`src/rtl/strtol_pkg.sv`:
```
// ----------------------------------------------------------------------------
// strtol_pkg
// Shared constants, status codes and character helpers for the
// string-to-integer converter.
// ----------------------------------------------------------------------------
`default_nettype none

package strtol_pkg;

  localparam int SYMBOL_W = 8;
  localparam int RADIX_W  = 6;
  localparam int VALUE_W  = 64;
  localparam int STATUS_W = 2;
  localparam int MAG_W    = VALUE_W - 1;
  localparam int DIGIT_W  = 6;

  localparam logic [RADIX_W-1:0] RADIX_RESET = RADIX_W'(10);
  localparam logic [RADIX_W-1:0] RADIX_MIN   = RADIX_W'(2);
  localparam logic [RADIX_W-1:0] RADIX_MAX   = RADIX_W'(36);
  localparam logic [DIGIT_W-1:0] NOT_DIGIT   = DIGIT_W'(36);

  localparam logic [SYMBOL_W-1:0] CH_NUL   = 8'h00;
  localparam logic [SYMBOL_W-1:0] CH_SPACE = 8'h20;
  localparam logic [SYMBOL_W-1:0] CH_TAB   = 8'h09;
  localparam logic [SYMBOL_W-1:0] CH_CR    = 8'h0d;
  localparam logic [SYMBOL_W-1:0] CH_PLUS  = 8'h2b;
  localparam logic [SYMBOL_W-1:0] CH_MINUS = 8'h2d;
  localparam logic [SYMBOL_W-1:0] CH_0     = 8'h30;
  localparam logic [SYMBOL_W-1:0] CH_9     = 8'h39;
  localparam logic [SYMBOL_W-1:0] CH_LA    = 8'h61;
  localparam logic [SYMBOL_W-1:0] CH_LZ    = 8'h7a;
  localparam logic [SYMBOL_W-1:0] CH_UA    = 8'h41;
  localparam logic [SYMBOL_W-1:0] CH_UZ    = 8'h5a;

  localparam logic [STATUS_W-1:0] ST_OK       = 2'd0;
  localparam logic [STATUS_W-1:0] ST_RANGE    = 2'd1;
  localparam logic [STATUS_W-1:0] ST_BAD_BASE = 2'd2;

  localparam logic [VALUE_W-1:0] VALUE_POS_SAT = {1'b0, {MAG_W{1'b1}}};
  localparam logic [VALUE_W-1:0] VALUE_NEG_SAT = {1'b1, {MAG_W{1'b0}}};

  function automatic logic is_space(input logic [SYMBOL_W-1:0] c);
    return (c == CH_SPACE) || (c >= CH_TAB && c <= CH_CR);
  endfunction

  function automatic logic [DIGIT_W-1:0] digit_value(input logic [SYMBOL_W-1:0] c);
    logic [DIGIT_W-1:0] d;
    if (c >= CH_0 && c <= CH_9) begin
      d = DIGIT_W'(c - CH_0);
    end else if (c >= CH_LA && c <= CH_LZ) begin
      d = DIGIT_W'(c - CH_LA) + DIGIT_W'(10);
    end else if (c >= CH_UA && c <= CH_UZ) begin
      d = DIGIT_W'(c - CH_UA) + DIGIT_W'(10);
    end else begin
      d = NOT_DIGIT;
    end
    return d;
  endfunction

endpackage

`default_nettype wire

```
`src/rtl/string_to_integer_any_base.sv`:
```
// ----------------------------------------------------------------------------
// string_to_integer_any_base
// Streaming strtol-style converter: one string byte per transaction, one
// signed 64-bit result with status on the terminating NUL byte.
// ----------------------------------------------------------------------------
// Accepts one byte per clock cycle, back to back, except while a NUL byte
// waits in the input register for the previous result to be taken. There
// a single 63x6-bit multiply-add with an overflow check updates the running
// magnitude; that update is what limits the rate to one byte per cycle. The
// result is loaded into the output register as its NUL byte leaves the input
// register and holds until taken; bytes up to the next NUL keep flowing in.
// The base is sampled with each byte; write it only while the block is idle.
`default_nettype none

module string_to_integer_any_base (
  input  wire logic                                 clk,
  input  wire logic                                 rst,
  input  wire logic                                 radix_wr_en,
  input  wire logic [strtol_pkg::RADIX_W-1:0]       radix_wr_data,
  input  wire logic                                 in_valid,
  output logic                                      in_ready,
  input  wire logic [strtol_pkg::SYMBOL_W-1:0]      symbol,
  output logic                                      out_valid,
  input  wire logic                                 out_ready,
  output logic signed [strtol_pkg::VALUE_W-1:0]     value,
  output logic [strtol_pkg::STATUS_W-1:0]           status
);

  import strtol_pkg::*;

  localparam int MUL_W = MAG_W + RADIX_W;

  typedef enum logic [1:0] {
    PH_SKIP,
    PH_SIGN,
    PH_DIGITS,
    PH_STOPPED
  } phase_t;

  logic [RADIX_W-1:0]  radix;
  logic                s1_valid;
  logic [SYMBOL_W-1:0] s1_symbol;
  logic [RADIX_W-1:0]  s1_radix;

  phase_t              phase, phase_next;
  logic                is_negative, is_negative_next;
  logic [MAG_W-1:0]    magnitude, magnitude_next;
  logic                overflowed, overflowed_next;

  logic                s1_end, s1_advance, base_ok, alnum;
  logic [DIGIT_W-1:0]  dig;
  logic [MUL_W-1:0]    prod;
  logic                prod_ovf;
  logic [VALUE_W-1:0]  result_value;
  logic [STATUS_W-1:0] result_status;

  assign s1_end     = (s1_symbol == CH_NUL);
  assign s1_advance = s1_valid && (!s1_end || !out_valid || out_ready);
  assign in_ready   = !s1_valid || s1_advance;
  assign base_ok    = (s1_radix >= RADIX_MIN) && (s1_radix <= RADIX_MAX);
  assign dig        = digit_value(s1_symbol);
  assign alnum      = (dig != NOT_DIGIT);
  assign prod       = MUL_W'(magnitude) * MUL_W'(s1_radix) + MUL_W'(dig);
  assign prod_ovf   = (prod[MUL_W-1:MAG_W] != '0);

  always_comb begin
    phase_next       = phase;
    is_negative_next = is_negative;
    magnitude_next   = magnitude;
    overflowed_next  = overflowed;
    if (s1_advance) begin
      if (s1_end) begin
        phase_next       = PH_SKIP;
        is_negative_next = 1'b0;
        magnitude_next   = '0;
        overflowed_next  = 1'b0;
      end else if (base_ok) begin
        unique case (phase)
          PH_SKIP: begin
            if (is_space(s1_symbol)) begin
              phase_next = PH_SKIP;
            end else if (s1_symbol == CH_MINUS) begin
              is_negative_next = 1'b1;
              phase_next       = PH_SIGN;
            end else if (s1_symbol == CH_PLUS) begin
              phase_next = PH_SIGN;
            end else if (!alnum) begin
              phase_next = PH_STOPPED;
            end else if (dig >= s1_radix) begin
              phase_next = PH_STOPPED;
            end else if (prod_ovf) begin
              overflowed_next = 1'b1;
              phase_next      = PH_STOPPED;
            end else begin
              magnitude_next = prod[MAG_W-1:0];
              phase_next     = PH_DIGITS;
            end
          end
          PH_SIGN, PH_DIGITS: begin
            if (!alnum && phase == PH_SIGN) begin
              is_negative_next = 1'b0;
              phase_next       = PH_STOPPED;
            end else if (dig >= s1_radix) begin
              phase_next = PH_STOPPED;
            end else if (prod_ovf) begin
              overflowed_next = 1'b1;
              phase_next      = PH_STOPPED;
            end else begin
              magnitude_next = prod[MAG_W-1:0];
              phase_next     = PH_DIGITS;
            end
          end
          PH_STOPPED: begin
            phase_next = PH_STOPPED;
          end
          default: begin
            phase_next = PH_STOPPED;
          end
        endcase
      end
    end
  end

  always_comb begin
    if (!base_ok) begin
      result_value  = '0;
      result_status = ST_BAD_BASE;
    end else if (overflowed) begin
      result_value  = is_negative ? VALUE_NEG_SAT : VALUE_POS_SAT;
      result_status = ST_RANGE;
    end else begin
      result_value  = is_negative ? (VALUE_W'(0) - VALUE_W'(magnitude)) : VALUE_W'(magnitude);
      result_status = ST_OK;
    end
  end

  always_ff @(posedge clk) begin
    if (rst) begin
      radix       <= RADIX_RESET;
      s1_valid    <= 1'b0;
      out_valid   <= 1'b0;
      phase       <= PH_SKIP;
      is_negative <= 1'b0;
      magnitude   <= '0;
      overflowed  <= 1'b0;
    end else begin
      if (radix_wr_en) begin
        radix <= radix_wr_data;
      end
      if (in_ready) begin
        s1_valid <= in_valid;
      end
      if (s1_advance && s1_end) begin
        out_valid <= 1'b1;
      end else if (out_ready) begin
        out_valid <= 1'b0;
      end
      phase       <= phase_next;
      is_negative <= is_negative_next;
      magnitude   <= magnitude_next;
      overflowed  <= overflowed_next;
    end
    if (in_ready && in_valid) begin
      s1_symbol <= symbol;
      s1_radix  <= radix;
    end
    if (s1_advance && s1_end) begin
      value  <= result_value;
      status <= result_status;
    end
  end

  // checks
  a_bad_base_zero: assert property (@(posedge clk) disable iff (rst)
    out_valid && status == ST_BAD_BASE |-> value == '0)
    else $error("invalid base result not zero");

  a_range_saturated: assert property (@(posedge clk) disable iff (rst)
    out_valid && status == ST_RANGE |-> value == VALUE_POS_SAT || value == VALUE_NEG_SAT)
    else $error("range error without saturated value");

  a_skip_clean: assert property (@(posedge clk) disable iff (rst)
    phase == PH_SKIP |-> magnitude == '0 && !overflowed && !is_negative)
    else $error("leftover state while skipping whitespace");

  a_end_clears: assert property (@(posedge clk) disable iff (rst)
    s1_advance && s1_end |=> phase == PH_SKIP && out_valid)
    else $error("end of string did not clear state and post result");

endmodule

`default_nettype wire

```
`config.mk`:
```
export PLATFORM = sky130hd
export DESIGN_NAME = string_to_integer_any_base
export DESIGN_NICKNAME = d
export VERILOG_FILES = /design/src/rtl/strtol_pkg.sv /design/src/rtl/string_to_integer_any_base.sv
export SDC_FILE = /design/constraint.sdc
export NUM_CORES = 1
export LEC_CHECK = 0
export ABC_AREA = 1
export BUFFER_PORTS_ARGS = -buffer_cell sky130_fd_sc_hd__buf_2
export CAP_MARGIN = 20
export CORE_MARGIN = 4
export CORE_UTILIZATION = 55
export CTS_CLUSTER_DIAMETER = 50
export CTS_CLUSTER_SIZE = 12
export DETAILED_ROUTE_END_ITERATION = 8
export PLACE_DENSITY_LB_ADDON = 0.2
export SETUP_SLACK_MARGIN = 0.1
export SYNTH_ARGS = -nofsm -noshare
export SYNTH_HDL_FRONTEND = slang
export SYNTH_SLANG_ARGS = --single-unit
export TNS_END_PERCENT = 50
```
`constraint.sdc`:
```
create_clock -name clk -period 6.76 [get_ports clk]
set_input_delay 0.676 -clock clk [delete_from_list [all_inputs] [get_ports clk]]
set_output_delay 0.676 -clock clk [all_outputs]
set_load 0.03 [all_outputs]
```
==> results of run 1 <==
[power by group through the flow]
stage	Combinational [uW]	Clock, uW	Sequential [uW]
3_5_place_dp	1650	0	1200
2_1_floorplan	1330	0	1080
4_1_cts	1670	1110	1180
5_1_grt	1920	1140	1190
6_report	1680	1110	1180
3_3_place_gp	1610	0	1190
[metrics by stage]
step	hold WS, ns	area (sq um)	std cells	total power, uW	util [%]
after global routing	0.388	23800	3756	4250	59.4
after detailed placement	0.418	23100	3725	2840	57.8
final	0.400	23800	3756	3970	59.4
after global placement	0.410	23100	3724	2810	57.7
after floorplan	0.403	22400	3240	2400	-
after CTS	0.385	23800	3756	3950	59.4
[worst max-delay path: cells and delay by family, from the launching register on]
kind / cells / cell delay, ns
adders and majority gates: 5 / 2.43
buffers and inverters: 6 / 0.99
DFF: 1 / 0.37
and+or+nand+nor: 20 / 2.20
[registers in the layout (all words and copies together), names as in the netlist, 2 cells and up]
register and cells:
s1_symbol 8, phase 2, value 64, s1_radix 6
magnitude 63, status 2, radix 6
[cells in the mapped netlist, types with 2 or more instances]
cell type	instances
nand2_1	833
inv_1	647
nor2_1	345
fa_1	247
a21oi_1	193
ha_1	163
o21ai_0	157
clkbuf_1	122
edfxtp_1	80
dfxtp_1	75
nand3_1	71
o21ai_1	32
xor2_1	28
nor3_1	22
o21bai_1	20
buf_1	17
or2_2	17
nand4_1	14
inv_2	13
nand2_2	13
xnor2_1	13
nor4_1	12
o21a_1	10
a31oi_1	8
buf_6	8
o31ai_1	8
buf_2	7
a21o_1	6
a21oi_2	6
and3_1	6
o41ai_1	6
a31o_2	4
nand3_2	4
nand3b_1	4
and2_1	3
nor2_2	3
nor2_4	3
o21ai_2	3
nand3_4	2
nor3_2	2
[final timing paths]
check / to / slack (ns) / depth (start not counted)
worst max register to register: magnitude[20] / 0.61 / 31
worst max-delay path: magnitude[20] / 0.61 / 31
worst min-delay path: s1_symbol[0] / 0.40 / 1
worst min register to register: s1_radix[0] / 0.43 / 0
[repair_timing]
item | CTS | global route
resized for setup | 0 | 1
hold buffers | 0 | 0
endpoints found under the setup margin | 0 | 28
[cells in the final DEF (no fill, tap or decap), types with 4 or more instances in the layout]
cell | Yosys | final
o21ai_0 | 157 | 157
dfxtp_1 | 75 | 74
nor2_1 | 345 | 345
o21a_1 | 10 | 10
nand3b_1 | 4 | 4
nand2_1 | 833 | 833
a21o_1 | 6 | 6
nand2_2 | 13 | 13
o31ai_1 | 8 | 8
buf_2 | 7 | 86
or2_2 | 17 | 17
o21ai_1 | 32 | 32
a21oi_1 | 193 | 193
o41ai_1 | 6 | 6
nand3_2 | 4 | 4
fa_1 | 247 | 247
bufinv_16 | 0 | 5
ha_1 | 163 | 163
xor2_1 | 28 | 28
inv_2 | 13 | 14
clkbuf_16 | 0 | 17
nand3_1 | 71 | 71
o21bai_1 | 20 | 20
a31o_2 | 4 | 4
nand4_1 | 14 | 14
nor3_1 | 22 | 22
nor4_1 | 12 | 12
xnor2_1 | 13 | 13
inv_1 | 647 | 646
buf_4 | 1 | 24
edfxtp_1 | 80 | 80
a21oi_2 | 6 | 6
a31oi_1 | 8 | 8
and3_1 | 6 | 6
clkinv_4 | 0 | 4
[area by class of cell]
class                   count  area (sq um)  area share (%)
clock inverters            13           215           0.905
inverters                 661          2480            10.4
clock buffers              18           429            1.81
multi-input cells        2269         15400            64.7
repair buffers            115           709            2.98
well taps                 525           657            2.76
flip-flops and latches    155          3910            16.4
[kinds of logic (layout without fill, tap and decap cells)]
kind of cell,count (synthesis),in the layout,synth area share [%]
AO/OA/AOI/OAI,458,458,11.2
buffers and inverters,816,807,14.0
adder cells (fa/ha/maj),410,410,31.2
AND/OR/NAND/NOR,1360,1360,24.6
XOR/XNOR,41,41,1.60
flip-flops,155,155,17.4
[routing by layer]
layer  share of wire [%]  GRT usage (%)
met1                  44           40.9
met5                   0              0
met2                  46           47.2
met3                 8.3           4.72
met4                 1.8           7.45
==> impl_metrics.yaml, run 1 <==
status:
  status: "finished, final reports clean"
hold_path:
  hold_class: "in -> reg"
  worstHoldStart: "symbol[0]"
layout:
  area_growth_pct: 6.06
  drive_above_1_share_pct: 6.87
  fin_nets: 3648
  num-fill-cells: 3767
  n_antenna_cell: 0
grt:
  grt_usage_pct: 29.1
  grt-ovfl-total: 0
  grt_pass1_vias: 20700
  grt_pass1_wl_mm: 105
  grt_max_degree: 67
  antenna_found_initial: 0
pwr:
  power_frac_seq_pct: 29.8
  pwr-share-comb_pct: 42.3
  clock_power_share_pct: 27.9
  swShare_pct: 42.0
  power_leakage_uw: 0.0145
  p_switching_uw: 1670
  p_per_area_mw_per_mm2: 167
  ir_drop_mv: 0.206
  p_int_uw: 2300
floorplanning:
  io_pins: 87
  dieWidth_um: 210
  placementRows: 73
  fp.coreArea_sq_mm: 0.0400
  die_h_um: 210
  initial_utilization_pct: 56.0
  dieArea_sq_mm: 0.0441
logic_synthesis:
  yosys_warnings: 0
  synth-main-ff-cell: "edfxtp_1"
  synth-seq-cells: 155
  netlist_top_cells_area: "fa_1, nand2_1, inv_1, edfxtp_1, ha_1"
  yosys.cell_types.count: 53
  syn_area_sq_mm: 0.0224
  postSynthCellCount: 3240
  yosysSeqAreaShare_pct: 17.4
  synth_area_per_cell_sq_um: 6.92
  synth_nets: 3669
  yosysTopAreaCellShare_pct: 22.1
  yosysTopAreaCell: "fa_1"
  synthArstFlopShare_pct: 0
  synth_edf_count: 80
clock_tree:
  clock_sinks: 155
  htreeDepth: 4
  cts_buffers: 17
  post_cts_buffers: 0
  clkTransAtPathRegs_ns: 0.07
  worstSkewPairLatency_ns: 0.45
  cts.path.max_buffers: 2
  cts_tree: "yes"
  root_buffer: "clkbuf_16"
timing:
  slew_headroom_pct: 42.3
  fmax_mhz: 163
  post-route-min-period_ns: 6.15
  hold_viol_final: 0
  finalCritPeriodShare_pct: 91.0
  slew_violations: 0
  worst_slack_ns: 0.611
  setup_tns_ns: 0
  rsz0062_at_grt: "no"
  finClkSkew_ns: 0.0115
  worst_pin_slew_ns: 0.859
  final-setup-viol-count: 0
critical_path:
  startpoint: "s1_radix[5]"
  required_ns: 7.10
  cp_slowest_cell: "fa_1"
  max_stage_delay_ns: 0.54
  end_kind: "register"
  crit_top_cell: "nand2_1"
  worstReg2RegStart: "s1_radix[5]"
  start_kind: "register"
  critPathMaxFanout: 33
  crit_arrival_ns: 6.49
  crit_type: "reg -> reg"
detailed_routing:
  drt-initial-drc-count: 1586
  drc: 0
  vias: 20400
  drtAntennaViolNets: 0
  routedWlPerCell_um: 16.7
  dr.pass1.iters: 5
  routed_wirelength_mm: 62.8
  vias_per_cell: 5.42
run:
  max_cap_viol_count: 0
placed_design:
  dp_hpwl_mm: 48.3
  place.gp.congestion: 0.982
  io_buffers: 86
  dpl_worst_slack_ns: 0.587
No activity file was read; power rests on OpenSTA's default activity.
==> run 2: changes to the inputs <==
Clock period 6.76 ns to 5.8 ns, I/O delays scaled along.
==> run 2 against run 1 <==
Compared with the run above: combinational power rose by 24%; die area did not move; via count increased by 1.5%; sequential cell count unchanged; fmax is 13% higher; setup slack lost 0.27 ns; clock power fell by 4%; critical path type unchanged; utilization grew 1.8 points; wire length is 2.2% higher; final area rose by 3.0%; worst hold slack got worse by 0.13 ns; register-to-register slack worse by 0.27 ns.
==> impl_metrics.yaml, run 2 (synthesized netlist as in run 1, its figures left out) <==
status:
  status: "finished, final reports clean"
clock_tree:
  clock_sinks: 155
  worstSkewPairLatency_ns: 0.49
  htreeDepth: 4
  root_buffer: "clkbuf_16"
  cts_buffers: 17
  clkTransAtPathRegs_ns: 0.07
  cts_tree: "yes"
  cts.path.max_buffers: 2
layout:
  fin_nets: 3685
  n_antenna_cell: 0
  multi_input_area_sq_mm: 0.0159
  num-fill-cells: 3729
  final_cell_count_no_fill: 3794
  drive_above_1_share_pct: 11.0
  area_growth_pct: 9.28
  reg_top3: "value: 64 flops, magnitude: 63 flops, s1_symbol: 8 flops"
  seqCellArea_sq_mm: 0.00391
  final_cell_mix: "nand2_1, inv_1, nor2_1"
  top_register: "value"
  largest_reg_flops: 64
  layout_commonest_cell: "nand2_1"
grt:
  antenna_found_initial: 0
  grt_max_degree: 67
  grt_usage_pct: 29.4
  grt_pass1_vias: 20700
  grt_pass1_wl_mm: 105
  grt-ovfl-total: 0
timing:
  finClkSkew_ns: 0.0166
  worst_pin_slew_ns: 0.803
  finalCritPeriodShare_pct: 94.1
  setup_tns_ns: 0
  hold-worst-slack_ns: 0.266
  hold_viol_final: 0
  slew_violations: 0
  post-route-min-period_ns: 5.46
  rsz0062_at_grt: "no"
  fmax_mhz: 183
  slew_headroom_pct: 46.0
  final-setup-viol-count: 0
critical_path:
  required_ns: 6.18
  crit_type: "reg -> reg"
  crit_arrival_ns: 5.83
  max_stage_delay_ns: 0.53
  end_kind: "register"
  critPathMaxFanout: 31
  cp_slowest_cell: "fa_1"
  start_kind: "register"
pwr:
  swShare_pct: 43.9
  power_frac_seq_pct: 30.2
  p_per_area_mw_per_mm2: 185
  p_int_uw: 2540
  p_switching_uw: 1990
  power_leakage_uw: 0.0146
  clock_power_share_pct: 23.7
  ir_drop_mv: 0.244
  pwr-share-comb_pct: 46.2
  total_power_uw: 4530
hold_path:
  hold_class: "in -> reg"
run:
  max_cap_viol_count: 0
placed_design:
  place.gp.congestion: 0.980
  dp_hpwl_mm: 50.2
  dp.cells: 3753
  io_buffers: 86
floorplanning:
  initial_utilization_pct: 56.0
  placementRows: 73
  die_h_um: 210
  dieWidth_um: 210
  fp.coreArea_sq_mm: 0.0400
  dieArea_sq_mm: 0.0441
  io_pins: 87
detailed_routing:
  routed_wirelength_mm: 64.2
  dr.pass1.iters: 6
  drt-initial-drc-count: 1704
  vias: 20700
  drtAntennaViolNets: 0
  vias_per_cell: 5.45
  drc: 0
  routedWlPerCell_um: 16.9
[run 2: stage by stage]
step | utilization [%] | setup WS (ns) | area [sq um]
after floorplan | - | 0.389 | 22400
after global placement | 58.5 | 0.298 | 23400
after detailed placement | 58.5 | 0.243 | 23400
after CTS | 59.8 | 0.225 | 23900
after global routing | 61.2 | 0.0264 | 24500
final | 61.2 | 0.344 | 24500
[run 2: final cells by class]
class | count | area share [%]
clock buffers | 17 | 1.74
clock inverters | 15 | 0.455
inverters | 661 | 10.1
multi-input cells | 2270 | 64.7
flip-flops and latches | 155 | 15.9
well taps | 525 | 2.68
repair buffers | 151 | 4.35
[run 2: timing repair]
action                     CTS  global route
gates resized for setup      0           107
setup endpoints to repair    0            62
hold buffers                 0             0
buffers inserted             0             7
[run 2: path summary, 6_finish.rpt]
path / slack [ns] / startpoint / cells after the start / end
min reg2reg: 0.43 / radix[2] / 0 / s1_radix[2]
min: 0.27 / symbol[3] / 1 / s1_symbol[3]
max reg2reg: 0.34 / s1_radix[5] / 28 / magnitude[45]
max: 0.34 / s1_radix[5] / 28 / magnitude[45]
[run 2: layer usage]
layer / GRT usage (%) / vias to the layer above / part of all wire (%) / wire length [um]
met3: 6.17 / 112 / 9.2 / 5920
met1: 40.6 / 9765 / 43 / 27700
met5: 0 / - / 0 / 0
li1: - / 9906 / - / -
met4: 9.32 / 0 / 2.3 / 1470
met2: 46.7 / 888 / 45 / 29200
[run 2: worst max-delay path, delay by kind of cell, from the launching register on]
family          cells  cell delay [ns]
simple gates       14             1.74
buf+inv             8             0.81
compound gates      1             0.13
flops               1             0.42
fa+ha+maj           5             2.20
[run 2: power by group through the flow]
stage / logic, uW / clock network [uW] / registers, uW
3_3_place_gp: 1910 / 0 / 1380
3_5_place_dp: 1940 / 0 / 1380
2_1_floorplan: 1540 / 0 / 1260
6_report: 2090 / 1070 / 1370
5_1_grt: 2370 / 1140 / 1370
4_1_cts: 1970 / 1090 / 1360
==> run 3: changes to the inputs <==
Settings changed: BUFFER_PORTS_ARGS -buffer_cell sky130_fd_sc_hd__buf_2 to not set, DONT_BUFFER_PORTS set to 1.
Clock period 5.8 ns to 5.45 ns, I/O delays scaled along.
==> run 3 against run 2 <==
Compared with the run above: critical path depth grew 1; clock power grew 19%; clock skew shrank 0.0024 ns; highest routed layer unchanged; utilization grew 5.3 points; final area grew 8.7%; sequential power grew 6%; largest power group unchanged; non-clock buffer count grew 26; global-route usage grew 0.94 points; total power grew 22%; clock-buffer cell count grew 4; via count grew 3.3%; register-to-register slack lost 0.29 ns.
==> impl_metrics.yaml, run 3 (synthesized netlist as in run 1, its figures left out) <==
layout:
  final_area_sq_mm: 0.0266
  num-fill-cells: 3301
  multi_input_area_sq_mm: 0.0172
  area_growth_pct: 18.8
  top_register: "value"
  reg_top3: "value: 64 flops, magnitude: 63 flops, s1_symbol: 8 flops"
  layout_commonest_cell: "nand2_1"
  fin_nets: 3710
  seqCellArea_sq_mm: 0.00391
  final_cell_mix: "nand2_1, inv_1, nor2_1"
  n_antenna_cell: 0
  largest_reg_flops: 64
  final_cell_count_no_fill: 3818
  drive_above_1_share_pct: 17.2
  utilization_pct: 66.6
detailed_routing:
  drt-initial-drc-count: 1908
  vias_per_cell: 5.59
  dr.pass1.iters: 6
  routed_wirelength_mm: 71.2
  drtAntennaViolNets: 0
  drc: 0
  vias: 21400
  routedWlPerCell_um: 18.7
clock_tree:
  cts_tree: "yes"
  cts.path.max_buffers: 2
  cts_buffers: 17
  clkTransAtPathRegs_ns: 0.07
  htreeDepth: 4
  root_buffer: "clkbuf_16"
  clock_sinks: 155
  worstSkewPairLatency_ns: 0.50
grt:
  grt_pass1_wl_mm: 107
  grt-ovfl-total: 0
  grt_usage_pct: 30.3
  grt_pass1_vias: 21200
  grt_max_degree: 67
  antenna_found_initial: 1
critical_path:
  critical_path_buf_inv_count: 9
  reg2regPathDepth: 29
  crit_type: "reg -> reg"
  max_stage_delay_ns: 0.52
  cp_slowest_cell: "fa_1"
  path_depth: 29
  crit_arrival_ns: 5.82
  crit_top_cell: "inv_1"
  cp_top_family: "adder cells"
  start_kind: "register"
  critPathMaxFanout: 20
  required_ns: 5.88
  end_kind: "register"
placed_design:
  dpl_worst_slack_ns: -0.0502
  dp_hpwl_mm: 51.4
  dp.cells: 3745
  io_buffers: 0
  place.gp.congestion: 0.995
  post_dp_cell_area_sq_mm: 0.0236
timing:
  finalCritPeriodShare_pct: 99.0
  rsz0062_at_grt: "yes"
  final-setup-viol-count: 0
  hold_viol_final: 0
  fmax_mhz: 185
  slew_violations: 0
  worst_pin_slew_ns: 0.938
  slew_headroom_pct: 37.5
  post-route-min-period_ns: 5.40
  worst_slack_ns: 0.0532
  hold-worst-slack_ns: 0.129
  finClkSkew_ns: 0.0142
pwr:
  p_int_uw: 3170
  ir_drop_mv: 0.262
  power_leakage_uw: 0.0148
  p_per_area_mw_per_mm2: 207
  pwr-share-comb_pct: 50.6
  power_frac_seq_pct: 26.3
  clock_power_share_pct: 23.1
  swShare_pct: 42.5
  p_switching_uw: 2340
floorplanning:
  initial_utilization_pct: 56.0
  die_h_um: 210
  dieWidth_um: 210
  placementRows: 73
  io_pins: 87
  fp.coreArea_sq_mm: 0.0400
  dieArea_sq_mm: 0.0441
status:
  status: "finished, final reports clean"
hold_path:
  hold_class: "in -> reg"
  hold_depth: 1
run:
  max_cap_viol_count: 0
## run 3: cell count changes in the layout (fill, tap and decap cells not counted), moves of 38 or more
cell	previous run	this run
ha_4	15	88
buf_2	86	0
buf_4	53	135
nor2_2	26	64
nor2_1	318	267
ha_1	131	71
## run 3: power groups by stage
stage / sequential (uW) / combinational, uW / clock [uW]
after floorplan: 1340 / 1640 / 0
after global placement: 1460 / 2110 / 0
after detailed placement: 1470 / 2160 / 0
after CTS: 1440 / 2280 / 1280
after global routing: 1460 / 3070 / 1330
final: 1450 / 2790 / 1270
## run 3: area by class of cell
class	count	share of cell area, %
clock inverters	10	0.535
clock buffers	21	1.65
multi-input cells	2269	64.5
repair buffers	177	6.81
well taps	525	2.47
flip-flops and latches	155	14.7
inverters	661	9.37
## run 3: per-stage QoR
step | power (uW) | TNS (ns)
after floorplan | 2980 | 0
after global placement | 3570 | 0
after detailed placement | 3620 | -1.06
after CTS | 5000 | 0
after global routing | 5850 | -5.67
final | 5510 | 0
## run 3: path summary, 6_finish.rpt
path	slack, ns	startpoint	endpoint
max	0.05	s1_radix[3]	magnitude[28]
min	0.13	rst	phase[1]
max reg2reg	0.05	s1_radix[3]	magnitude[28]
min reg2reg	0.43	radix[0]	s1_radix[0]
## run 3: routing by layer
layer,global-route usage (%),up-vias,routed length [um]
met4,11.0,0,2620
li1,-,9965,-
met5,0,-,0
met1,40.5,10200,28800
met3,7.22,184,6910
met2,48.4,994,32900
## run 3: what timing repair did
item,in CTS,in global routing
cloned,1,11
hold buffers,0,0
pin swaps,9,132
resized for setup,56,302
setup endpoints to repair,63,65
buffers inserted,4,25
